===== src/design/gtsn_pkg.sv =====
// ----------------------------------------------------------------------------
// gtsn_pkg: shared types and constants
// Separator table, pair ranges and the command passed from front to back.
// ----------------------------------------------------------------------------
`default_nettype none

package gtsn_pkg;

  localparam int unsigned BYTE_W = 8;

  // separator table, entry i at bit (63 - i) of each half
  localparam logic [63:0] SEP_LO =
    64'b1111111111111111111111111111111111100011111111110000000000111010;
  // entry 127 (del) is not a separator
  localparam logic [63:0] SEP_HI =
    64'b1000000000000000000000000001110110000000000000000000000000001000;

  localparam logic [BYTE_W-1:0] SPACE_CODE  = 8'h20;
  localparam logic [BYTE_W-1:0] CASE_OFFSET = 8'd32;
  localparam logic [BYTE_W-1:0] DEL_CODE    = 8'h7f;
  localparam logic [BYTE_W-1:0] UPPER_A     = 8'h41;
  localparam logic [BYTE_W-1:0] UPPER_Z     = 8'h5a;
  localparam logic [BYTE_W-1:0] LEAD_PUNCT  = 8'ha1;
  localparam logic [BYTE_W-1:0] LEAD_FULLW  = 8'ha3;
  localparam logic [BYTE_W-1:0] LEAD_GRAPH  = 8'ha9;
  localparam logic [BYTE_W-1:0] TRAIL_MIN   = 8'ha1;
  localparam logic [BYTE_W-1:0] FULLW_MAX   = 8'hc0;
  localparam logic [BYTE_W-1:0] GRAPH_MIN   = 8'h6f;

  // result slots of one command, emitted lowest index first
  localparam int unsigned NUM_SLOTS = 4;
  localparam int unsigned SLOT_SP   = 0;
  localparam int unsigned SLOT_B0   = 1;
  localparam int unsigned SLOT_B1   = 2;
  localparam int unsigned SLOT_EOS  = 3;

  localparam int unsigned FIFO_DEPTH = 4;
  localparam int unsigned PTR_W      = $clog2(FIFO_DEPTH);
  localparam int unsigned CNT_W      = $clog2(FIFO_DEPTH + 1);

  typedef struct packed {
    logic [NUM_SLOTS-1:0] slots;
    logic [BYTE_W-1:0]    b0;
    logic [BYTE_W-1:0]    b1;
  } cmd_t;

  function automatic logic is_ascii_sep(input logic [BYTE_W-1:0] c);
    logic [5:0] idx;
    idx = ~c[5:0];
    if (c[7] || c == DEL_CODE) begin
      return 1'b0;
    end
    return c[6] ? SEP_HI[idx] : SEP_LO[idx];
  endfunction

  function automatic logic is_pair_sep(input logic [BYTE_W-1:0] a,
                                       input logic [BYTE_W-1:0] b);
    return (a == LEAD_PUNCT && b >= TRAIL_MIN) ||
           (a == LEAD_FULLW && b >= TRAIL_MIN && b <= FULLW_MAX) ||
           (a == LEAD_GRAPH && b >= GRAPH_MIN);
  endfunction

endpackage

`default_nettype wire


===== src/design/gtsn_front.sv =====
// ----------------------------------------------------------------------------
// gtsn_front: byte classifier
// Tracks lead bytes and pending spaces, turns each beat into at most one command.
// ----------------------------------------------------------------------------
`default_nettype none

module gtsn_front (
  input  wire logic                      clk,
  input  wire logic                      rst_n,
  input  wire logic                      in_tvalid,
  output logic                           in_tready,
  input  wire logic [gtsn_pkg::BYTE_W-1:0] in_byte,
  input  wire logic                      in_last,
  input  wire logic                      fifo_full,
  output logic                           fifo_push,
  output gtsn_pkg::cmd_t                 fifo_cmd
);

  logic [gtsn_pkg::BYTE_W-1:0] held_lead_r, held_lead_nxt;
  logic lead_waiting_r, lead_waiting_nxt;
  logic any_emitted_r, any_emitted_nxt;
  logic prev_space_r, prev_space_nxt;
  logic space_held_r, space_held_nxt;
  logic accept;
  logic [gtsn_pkg::BYTE_W-1:0] low_byte;
  gtsn_pkg::cmd_t cmd;

  assign in_tready = !fifo_full;
  assign accept    = in_tvalid && in_tready;

  always_comb begin
    held_lead_nxt    = held_lead_r;
    lead_waiting_nxt = lead_waiting_r;
    any_emitted_nxt  = any_emitted_r;
    prev_space_nxt   = prev_space_r;
    space_held_nxt   = space_held_r;
    cmd.slots        = '0;
    cmd.b0           = held_lead_r;
    cmd.b1           = in_byte;
    low_byte         = in_byte;
    if (in_byte >= gtsn_pkg::UPPER_A && in_byte <= gtsn_pkg::UPPER_Z) begin
      low_byte = in_byte + gtsn_pkg::CASE_OFFSET;
    end

    priority if (lead_waiting_r) begin
      lead_waiting_nxt = 1'b0;
      held_lead_nxt    = '0;
      if (gtsn_pkg::is_pair_sep(held_lead_r, in_byte)) begin
        if (any_emitted_r && !prev_space_r) begin
          space_held_nxt = 1'b1;
          prev_space_nxt = 1'b1;
        end
      end else begin
        // lead byte always goes out, trail space is held
        cmd.slots[gtsn_pkg::SLOT_SP] = space_held_r;
        cmd.slots[gtsn_pkg::SLOT_B0] = 1'b1;
        cmd.slots[gtsn_pkg::SLOT_B1] = (in_byte != gtsn_pkg::SPACE_CODE);
        space_held_nxt  = (in_byte == gtsn_pkg::SPACE_CODE);
        prev_space_nxt  = (in_byte == gtsn_pkg::SPACE_CODE);
        any_emitted_nxt = 1'b1;
      end
    end else if (in_byte[7]) begin
      held_lead_nxt    = in_byte;
      lead_waiting_nxt = 1'b1;
    end else if (gtsn_pkg::is_ascii_sep(in_byte)) begin
      if (any_emitted_r && !prev_space_r) begin
        space_held_nxt = 1'b1;
        prev_space_nxt = 1'b1;
      end
    end else begin
      cmd.b0 = low_byte;
      cmd.slots[gtsn_pkg::SLOT_SP] = space_held_r;
      cmd.slots[gtsn_pkg::SLOT_B0] = (low_byte != gtsn_pkg::SPACE_CODE);
      space_held_nxt  = (low_byte == gtsn_pkg::SPACE_CODE);
      prev_space_nxt  = (low_byte == gtsn_pkg::SPACE_CODE);
      any_emitted_nxt = 1'b1;
    end

    if (in_last) begin
      cmd.slots[gtsn_pkg::SLOT_EOS] = 1'b1;
      held_lead_nxt    = '0;
      lead_waiting_nxt = 1'b0;
      any_emitted_nxt  = 1'b0;
      prev_space_nxt   = 1'b0;
      space_held_nxt   = 1'b0;
    end
  end

  // beats that only park a lead byte leave no command
  assign fifo_push = accept && (|cmd.slots);
  assign fifo_cmd  = cmd;

  always_ff @(posedge clk) begin
    if (!rst_n) begin
      held_lead_r    <= '0;
      lead_waiting_r <= 1'b0;
      any_emitted_r  <= 1'b0;
      prev_space_r   <= 1'b0;
      space_held_r   <= 1'b0;
    end else if (accept) begin
      held_lead_r    <= held_lead_nxt;
      lead_waiting_r <= lead_waiting_nxt;
      any_emitted_r  <= any_emitted_nxt;
      prev_space_r   <= prev_space_nxt;
      space_held_r   <= space_held_nxt;
    end
  end

endmodule

`default_nettype wire


===== src/design/gtsn_cmd_fifo.sv =====
// ----------------------------------------------------------------------------
// gtsn_cmd_fifo: command queue
// Small register queue between the classifier and the result emitter.
// ----------------------------------------------------------------------------
`default_nettype none

module gtsn_cmd_fifo (
  input  wire logic           clk,
  input  wire logic           rst_n,
  input  wire logic           push,
  input  wire gtsn_pkg::cmd_t push_cmd,
  output logic                full,
  input  wire logic           pop,
  output gtsn_pkg::cmd_t      head_cmd,
  output logic                not_empty
);

  gtsn_pkg::cmd_t mem_r [gtsn_pkg::FIFO_DEPTH];
  logic [gtsn_pkg::PTR_W-1:0] wr_ptr_r, wr_ptr_nxt;
  logic [gtsn_pkg::PTR_W-1:0] rd_ptr_r, rd_ptr_nxt;
  logic [gtsn_pkg::CNT_W-1:0] count_r, count_nxt;
  logic do_pop;

  assign full      = (count_r == gtsn_pkg::CNT_W'(gtsn_pkg::FIFO_DEPTH));
  assign not_empty = (count_r != '0);
  assign head_cmd  = mem_r[rd_ptr_r];
  assign do_pop    = pop && not_empty;

  always_comb begin
    wr_ptr_nxt = wr_ptr_r;
    rd_ptr_nxt = rd_ptr_r;
    count_nxt  = count_r;
    if (push) begin
      wr_ptr_nxt = (wr_ptr_r == gtsn_pkg::PTR_W'(gtsn_pkg::FIFO_DEPTH - 1)) ?
                   '0 : wr_ptr_r + 1'b1;
    end
    if (do_pop) begin
      rd_ptr_nxt = (rd_ptr_r == gtsn_pkg::PTR_W'(gtsn_pkg::FIFO_DEPTH - 1)) ?
                   '0 : rd_ptr_r + 1'b1;
    end
    unique case ({push, do_pop})
      2'b10:   count_nxt = count_r + 1'b1;
      2'b01:   count_nxt = count_r - 1'b1;
      default: count_nxt = count_r;
    endcase
  end

  always_ff @(posedge clk) begin
    if (push) begin
      mem_r[wr_ptr_r] <= push_cmd;
    end
  end

  always_ff @(posedge clk) begin
    if (!rst_n) begin
      wr_ptr_r <= '0;
      rd_ptr_r <= '0;
      count_r  <= '0;
    end else begin
      wr_ptr_r <= wr_ptr_nxt;
      rd_ptr_r <= rd_ptr_nxt;
      count_r  <= count_nxt;
    end
  end

endmodule

`default_nettype wire


===== src/design/gtsn_back.sv =====
// ----------------------------------------------------------------------------
// gtsn_back: result emitter
// Unpacks each command into single result beats behind an output register.
// ----------------------------------------------------------------------------
`default_nettype none

module gtsn_back (
  input  wire logic                        clk,
  input  wire logic                        rst_n,
  input  wire gtsn_pkg::cmd_t              head_cmd,
  input  wire logic                        fifo_not_empty,
  output logic                             fifo_pop,
  output logic                             out_tvalid,
  input  wire logic                        out_tready,
  output logic [gtsn_pkg::BYTE_W-1:0]      out_byte,
  output logic                             out_present,
  output logic                             out_end
);

  gtsn_pkg::cmd_t cur_r, cur_nxt;
  logic [gtsn_pkg::NUM_SLOTS-1:0] pick;
  logic [gtsn_pkg::NUM_SLOTS-1:0] mask_after;
  logic load;
  logic out_vld_r, out_vld_nxt;
  logic [gtsn_pkg::BYTE_W-1:0] out_byte_r, out_byte_nxt;
  logic out_present_r, out_present_nxt;
  logic out_end_r, out_end_nxt;

  assign load = !out_vld_r || out_tready;

  always_comb begin
    pick            = '0;
    out_byte_nxt    = out_byte_r;
    out_present_nxt = out_present_r;
    out_end_nxt     = out_end_r;
    priority if (cur_r.slots[gtsn_pkg::SLOT_SP]) begin
      pick[gtsn_pkg::SLOT_SP] = 1'b1;
      out_byte_nxt    = gtsn_pkg::SPACE_CODE;
      out_present_nxt = 1'b1;
      out_end_nxt     = 1'b0;
    end else if (cur_r.slots[gtsn_pkg::SLOT_B0]) begin
      pick[gtsn_pkg::SLOT_B0] = 1'b1;
      out_byte_nxt    = cur_r.b0;
      out_present_nxt = 1'b1;
      out_end_nxt     = 1'b0;
    end else if (cur_r.slots[gtsn_pkg::SLOT_B1]) begin
      pick[gtsn_pkg::SLOT_B1] = 1'b1;
      out_byte_nxt    = cur_r.b1;
      out_present_nxt = 1'b1;
      out_end_nxt     = 1'b0;
    end else if (cur_r.slots[gtsn_pkg::SLOT_EOS]) begin
      pick[gtsn_pkg::SLOT_EOS] = 1'b1;
      out_byte_nxt    = '0;
      out_present_nxt = 1'b0;
      out_end_nxt     = 1'b1;
    end else begin
      pick = '0;
    end

    mask_after  = load ? (cur_r.slots & ~pick) : cur_r.slots;
    // refill as soon as the current command runs dry
    fifo_pop    = fifo_not_empty && (mask_after == '0);
    cur_nxt     = cur_r;
    cur_nxt.slots = mask_after;
    if (fifo_pop) begin
      cur_nxt = head_cmd;
    end
    out_vld_nxt = load ? (|cur_r.slots) : out_vld_r;
  end

  always_ff @(posedge clk) begin
    if (!rst_n) begin
      cur_r.slots <= '0;
      out_vld_r   <= 1'b0;
    end else begin
      cur_r.slots <= cur_nxt.slots;
      out_vld_r   <= out_vld_nxt;
    end
    cur_r.b0 <= cur_nxt.b0;
    cur_r.b1 <= cur_nxt.b1;
  end

  always_ff @(posedge clk) begin
    if (load) begin
      out_byte_r    <= out_byte_nxt;
      out_present_r <= out_present_nxt;
      out_end_r     <= out_end_nxt;
    end
  end

  assign out_tvalid  = out_vld_r;
  assign out_byte    = out_byte_r;
  assign out_present = out_present_r;
  assign out_end     = out_end_r;

endmodule

`default_nettype wire


===== src/design/gbk_text_separator_normalizer.sv =====
// ----------------------------------------------------------------------------
// gbk_text_separator_normalizer: gbk/ascii separator normalizer
// Path: command queue, then command register cur_r, then output register.
// Throughput: one input beat per cycle while the 4-entry command queue has
// room; one result beat per cycle while out_tready is high.
// Reset: synchronous active-low rst_n clears the front state, queue and output.
// ----------------------------------------------------------------------------
`default_nettype none

module gbk_text_separator_normalizer (
  input  wire logic       clk,
  input  wire logic       rst_n,
  input  wire logic       in_tvalid,
  output logic            in_tready,
  input  wire logic [7:0] in_tdata,   // [7:0] in_byte
  input  wire logic       in_tlast,   // last_byte
  output logic            out_tvalid,
  input  wire logic       out_tready,
  output logic [7:0]      out_tdata,  // [7:0] out_byte
  output logic            out_tuser,  // byte_present
  output logic            out_tlast   // end_of_string
);

  logic           fifo_full;
  logic           fifo_push;
  logic           fifo_pop;
  logic           fifo_not_empty;
  gtsn_pkg::cmd_t push_cmd;
  gtsn_pkg::cmd_t head_cmd;

  gtsn_front u_front (
    .clk       (clk),
    .rst_n     (rst_n),
    .in_tvalid (in_tvalid),
    .in_tready (in_tready),
    .in_byte   (in_tdata),
    .in_last   (in_tlast),
    .fifo_full (fifo_full),
    .fifo_push (fifo_push),
    .fifo_cmd  (push_cmd)
  );

  gtsn_cmd_fifo u_fifo (
    .clk       (clk),
    .rst_n     (rst_n),
    .push      (fifo_push),
    .push_cmd  (push_cmd),
    .full      (fifo_full),
    .pop       (fifo_pop),
    .head_cmd  (head_cmd),
    .not_empty (fifo_not_empty)
  );

  gtsn_back u_back (
    .clk            (clk),
    .rst_n          (rst_n),
    .head_cmd       (head_cmd),
    .fifo_not_empty (fifo_not_empty),
    .fifo_pop       (fifo_pop),
    .out_tvalid     (out_tvalid),
    .out_tready     (out_tready),
    .out_byte       (out_tdata),
    .out_present    (out_tuser),
    .out_end        (out_tlast)
  );

endmodule

`default_nettype wire

===== config.mk =====
export PLATFORM = sky130hd
export DESIGN_NAME = gbk_text_separator_normalizer
export DESIGN_NICKNAME = d
export VERILOG_FILES = /design/src/design/gtsn_pkg.sv /design/src/design/gtsn_front.sv /design/src/design/gtsn_cmd_fifo.sv /design/src/design/gtsn_back.sv /design/src/design/gbk_text_separator_normalizer.sv
export SDC_FILE = /design/constraint.sdc
export NUM_CORES = 1
export LEC_CHECK = 0
export ABC_CLOCK_PERIOD_IN_PS = 3670
export BUFFER_PORTS_ARGS = -buffer_cell sky130_fd_sc_hd__buf_2
export CAP_MARGIN = 15
export CORE_ASPECT_RATIO = 0.6
export CORE_MARGIN = 3
export CORE_UTILIZATION = 23
export CTS_CLUSTER_DIAMETER = 60
export DETAILED_ROUTE_END_ITERATION = 6
export PLACE_DENSITY = 0.45
export SLEW_MARGIN = 10
export SYNTH_ARGS = -nofsm -noshare
export SYNTH_HDL_FRONTEND = slang
export SYNTH_SLANG_ARGS = --single-unit

===== constraint.sdc =====
create_clock -name clk -period 3.67 [get_ports clk]
set_input_delay 0.9175 -clock clk [delete_from_list [all_inputs] [get_ports clk]]
set_output_delay 0.9175 -clock clk [all_outputs]
set_load 0.01 [all_outputs]

==> run summary <==
STA
------------------------------------------------------------------------------------------
Fin Hold WS .................................................................    0.4879 ns
Clock period minus worst slack ..............................................     3.279 ns
Final Slew Violations .......................................................            0
Final cycle utilization of the critical path ................................       89.35%
Slew margin rel. ............................................................       42.73%
Achievable frequency ........................................................    305.0 MHz
Setup repair after global routing missed its margin .........................        false
Transition time at the pin with the least slew margin .......................    0.8559 ns
Sum of negative setup slack .................................................         0 ns
Worst setup skew after layout ...............................................   0.01374 ns
Number of hold violations in the final report ...............................            0
Total setup violations reported at the end of the flow ......................            0

SETUP PATH
------------------------------------------------------------------------------------------
Data required time of the worst path ........................................      3.99 ns
CP endpoint kind ............................................................     register
Crit path launch type .......................................................     register
Highest net fanout along the worst path .....................................           13
Type of the worst setup path ................................................ register to register
Worst endpoint data arrival time ............................................      3.60 ns

CLOCK NETWORK
------------------------------------------------------------------------------------------
CTS tree ....................................................................          yes
Cts hold-fix bufs ...........................................................            0
Num CTS Buffers .............................................................           17
Post-CTS setup repair buffer count ..........................................            0
Count of instances resized after the clock tree is built ....................            0
CTS Root Cell ............................................................... sky130_fd_sc_hd__clkbuf_16
Clock edge transition at the registers on the reported setup and hold paths .      0.06 ns
Sinks on the clock net ......................................................          132
Bufs on Longest Clock Path ..................................................            2
Clock latency at the later pin of the worst-skew pair .......................      0.41 ns
Number of levels in the clock H-tree ........................................            4

SYNTHESIS
------------------------------------------------------------------------------------------
Number of flops mapped to enable cells by yosys .............................          106
Area leader, netlist ........................................................ sky130_fd_sc_hd__edfxtp_1
Netlist area before placement ...............................................     5498 µm²
Most common cell in the synthesized netlist ................................. sky130_fd_sc_hd__edfxtp_1
Number of synthesized register bits .........................................          132
Mean Syn Cell Area ..........................................................    15.23 µm²
Async set-or-reset flop fraction in the synthesized netlist .................           0%
Portion of the post-synthesis area used by sequential elements ..............       67.36%
Number of library cell types mapped by synthesis ............................           54
Count of yosys warnings during synthesis ....................................            0
Top-area cell type share of the netlist area ................................       57.90%
Synth area leaders .......................................................... sky130_fd_sc_hd__edfxtp_1 58%, sky130_fd_sc_hd__dfxtp_1 9.5%, sky130_fd_sc_hd__mux4_2 8.2%, sky130_fd_sc_hd__a22oi_1 2.0%, sky130_fd_sc_hd__nand2_1 1.9%
Instance count of the mapped netlist ........................................          361
Top FF cell, synth .......................................................... sky130_fd_sc_hd__edfxtp_1
Number of nets in the synthesized netlist ...................................          383
List of most frequent post-synthesis cells .................................. 106 x sky130_fd_sc_hd__edfxtp_1, 28 x sky130_fd_sc_hd__nand2_1, 26 x sky130_fd_sc_hd__dfxtp_1, 20 x sky130_fd_sc_hd__mux4_2, 17 x sky130_fd_sc_hd__nor2_1

GRT
------------------------------------------------------------------------------------------
Number of antenna violations at the first check in global routing ...........            3
Total routing usage reported by global routing ..............................       10.46%
Largest net degree at the start of global routing ...........................           27
First-pass GRT wire length ..................................................     19860 µm
Via count of the first global-routing pass ..................................         3236
Total grt overflow ..........................................................            0

POWER
------------------------------------------------------------------------------------------
Worst IR drop on VDD ........................................................  0.0003520 V
Ratio of total power to cell area ........................................... 732.5 nW/µm²
Leakage power total .........................................................  0.002274 µW
Tot Pwr .....................................................................      4885 µW

FINAL LAYOUT
------------------------------------------------------------------------------------------
Count of antenna diodes in the layout .......................................            0
NumNets Final ...............................................................          429
Area growth from synthesis to final layout ..................................       21.30%
Fill cell count .............................................................         2334
Fraction of layout cells with a size suffix above 1 .........................       25.71%
Final Core Density ..........................................................       28.63%

DETAILED ROUTING
------------------------------------------------------------------------------------------
Remaining design rule violation count .......................................            0
Iteration count of the initial detailed-routing pass ........................            4
Number of vias per cell .....................................................        4.290
Total via count in the routed design ........................................         3153
WL final ....................................................................     12800 µm
Per-cell routed wire length .................................................     17.41 µm
Remaining antenna violation count after routing .............................            0
Drt initial violations ......................................................          259

PLACEMENT
------------------------------------------------------------------------------------------
Post-DP HPWL ................................................................      8546 µm
# port buffers ..............................................................           24
Routability congestion estimate from global placement .......................       0.7951

FLOORPLANNING
------------------------------------------------------------------------------------------
X dimension of the die ......................................................     205.6 µm
Placeable core area .........................................................    23300 µm²
Die Ht ......................................................................     125.8 µm
Top-level I/O count .........................................................           25
Floorplan row count .........................................................           43
Effective utilization at floorplan ..........................................       23.60%
Area of the die .............................................................    25860 µm²

FLOW RUN
------------------------------------------------------------------------------------------
Number of max-capacitance violations reported ...............................            0

MIN PATH
------------------------------------------------------------------------------------------
Tightest Hold Check Type .................................................... register to register

OUTCOME
------------------------------------------------------------------------------------------
Run status .................................................................. complete, no violations

## placed cells by master (no fill, tap or decap), drive strengths merged, types with 2 or more instances in the layout
cell / Yosys / layout
mux4: 20 / 20
nand3: 2 / 2
clkinvlp: 0 / 2
a21o: 2 / 2
clkinv: 0 / 6
o32a: 2 / 2
mux2: 5 / 5
bufinv: 0 / 2
a21boi: 6 / 6
ha: 8 / 8
a22oi: 15 / 15
buf: 6 / 44
and3: 4 / 4
and2: 9 / 9
dfxtp: 26 / 26
nor3: 5 / 5
o21a: 2 / 2
nand2: 29 / 29
nor2b: 14 / 14
clkbuf: 11 / 18
o31a: 2 / 2
mux2i: 2 / 2
o31ai: 2 / 2
a31oi: 3 / 3
nand2b: 3 / 3
nor2: 17 / 17
inv: 13 / 17
a21oi: 13 / 13
nand4b: 2 / 2
o21ai: 17 / 17
edfxtp: 106 / 106
## worst max-delay path, stage by stage, from the launching register on
cell                       delay, ns
sky130_fd_sc_hd__dfxtp_1        0.47
sky130_fd_sc_hd__maj3_1         0.41
sky130_fd_sc_hd__o21ai_0        0.50
sky130_fd_sc_hd__o31a_1         0.26
sky130_fd_sc_hd__nand2_1        0.10
sky130_fd_sc_hd__inv_1          0.13
sky130_fd_sc_hd__ha_1           0.19
sky130_fd_sc_hd__inv_1          0.06
sky130_fd_sc_hd__fa_1           0.37
sky130_fd_sc_hd__xor2_1         0.16
sky130_fd_sc_hd__or3_1          0.31
sky130_fd_sc_hd__a21boi_0       0.21
## metal layers
layer	up-vias	share of wire (%)	track usage, %
met1	1588	50	15.06
li1	1470	-	-
met5	-	0.27	0
met3	14	6.6	3.952
met4	6	0.59	3.131
met2	75	42	14.53
## flip-flops by register name, summed over array words and instances (netlist names), named ones only
name,cells
u_back.cur_r,20
u_back.out_byte,8
u_back.out_end,1
u_back.out_present,1
u_back.out_tvalid,1
u_fifo.count_r,3
u_fifo.mem_r,80
u_fifo.rd_ptr_r,2
u_fifo.wr_ptr_r,2
u_front.any_emitted_r,1
u_front.held_lead_r,8
u_front.lead_waiting_r,1
u_front.prev_space_r,1
u_front.space_held_r,1
## cell type report
class	count	area, µm²	share of cell area, %
clock buffer	18	429.2	6.435
tap	315	394.1	5.910
inverter	13	48.80	0.7317
multi-input combinational	199	1659	24.88
clock inverter	14	151.4	2.270
timing repair buffer	44	282.8	4.240
sequential	132	3704	55.53
## where the power goes
group | switching [µW] | total (µW) | leakage (µW) | internal [µW]
Clock | 663 | 1670 | 0.000278 | 1010
Sequential | 122 | 2120 | 0.00120 | 2000
Combinational | 656 | 1090 | 0.000791 | 436
Total | 1440 | 4880 | 0.00227 | 3440
## worst paths after layout
check,from,slack (ns),endpoint,cells past startpoint
worst max-delay path,u_back.cur_r[16],0.39,u_fifo.count_r[2],11
worst min-delay path,u_front.prev_space_r,0.49,u_front.prev_space_r,2
worst max register to register,u_back.cur_r[16],0.39,u_fifo.count_r[2],11
worst min register to register,u_front.prev_space_r,0.49,u_front.prev_space_r,2
## stage by stage
| step | cell area [µm²] | worst slack, ns | cells |
|---|---|---|---|
| 3_3_place_gp | 6088 | 0.2239 | 703 |
| 5_1_grt | 6669 | 0.2030 | 735 |
| 3_5_place_dp | 6088 | 0.05620 | 703 |
| 2_1_floorplan | 5498 | 0.3717 | 361 |
| 4_1_cts | 6669 | 0.4648 | 735 |
| 6_report | 6669 | 0.3909 | 735 |
## cells by family after synthesis
group | after synthesis | synth area share [%]
flip-flops | 132 | 67.36
AND/OR/NAND/NOR | 91 | 8.808
AO/OA/AOI/OAI | 69 | 8.899
buffers and inverters | 30 | 2.458
multiplexers | 27 | 9.786
adder cells (fa/ha/maj) | 10 | 2.367
XOR/XNOR | 2 | 0.3187
No activity file was read; power rests on OpenSTA's default activity.
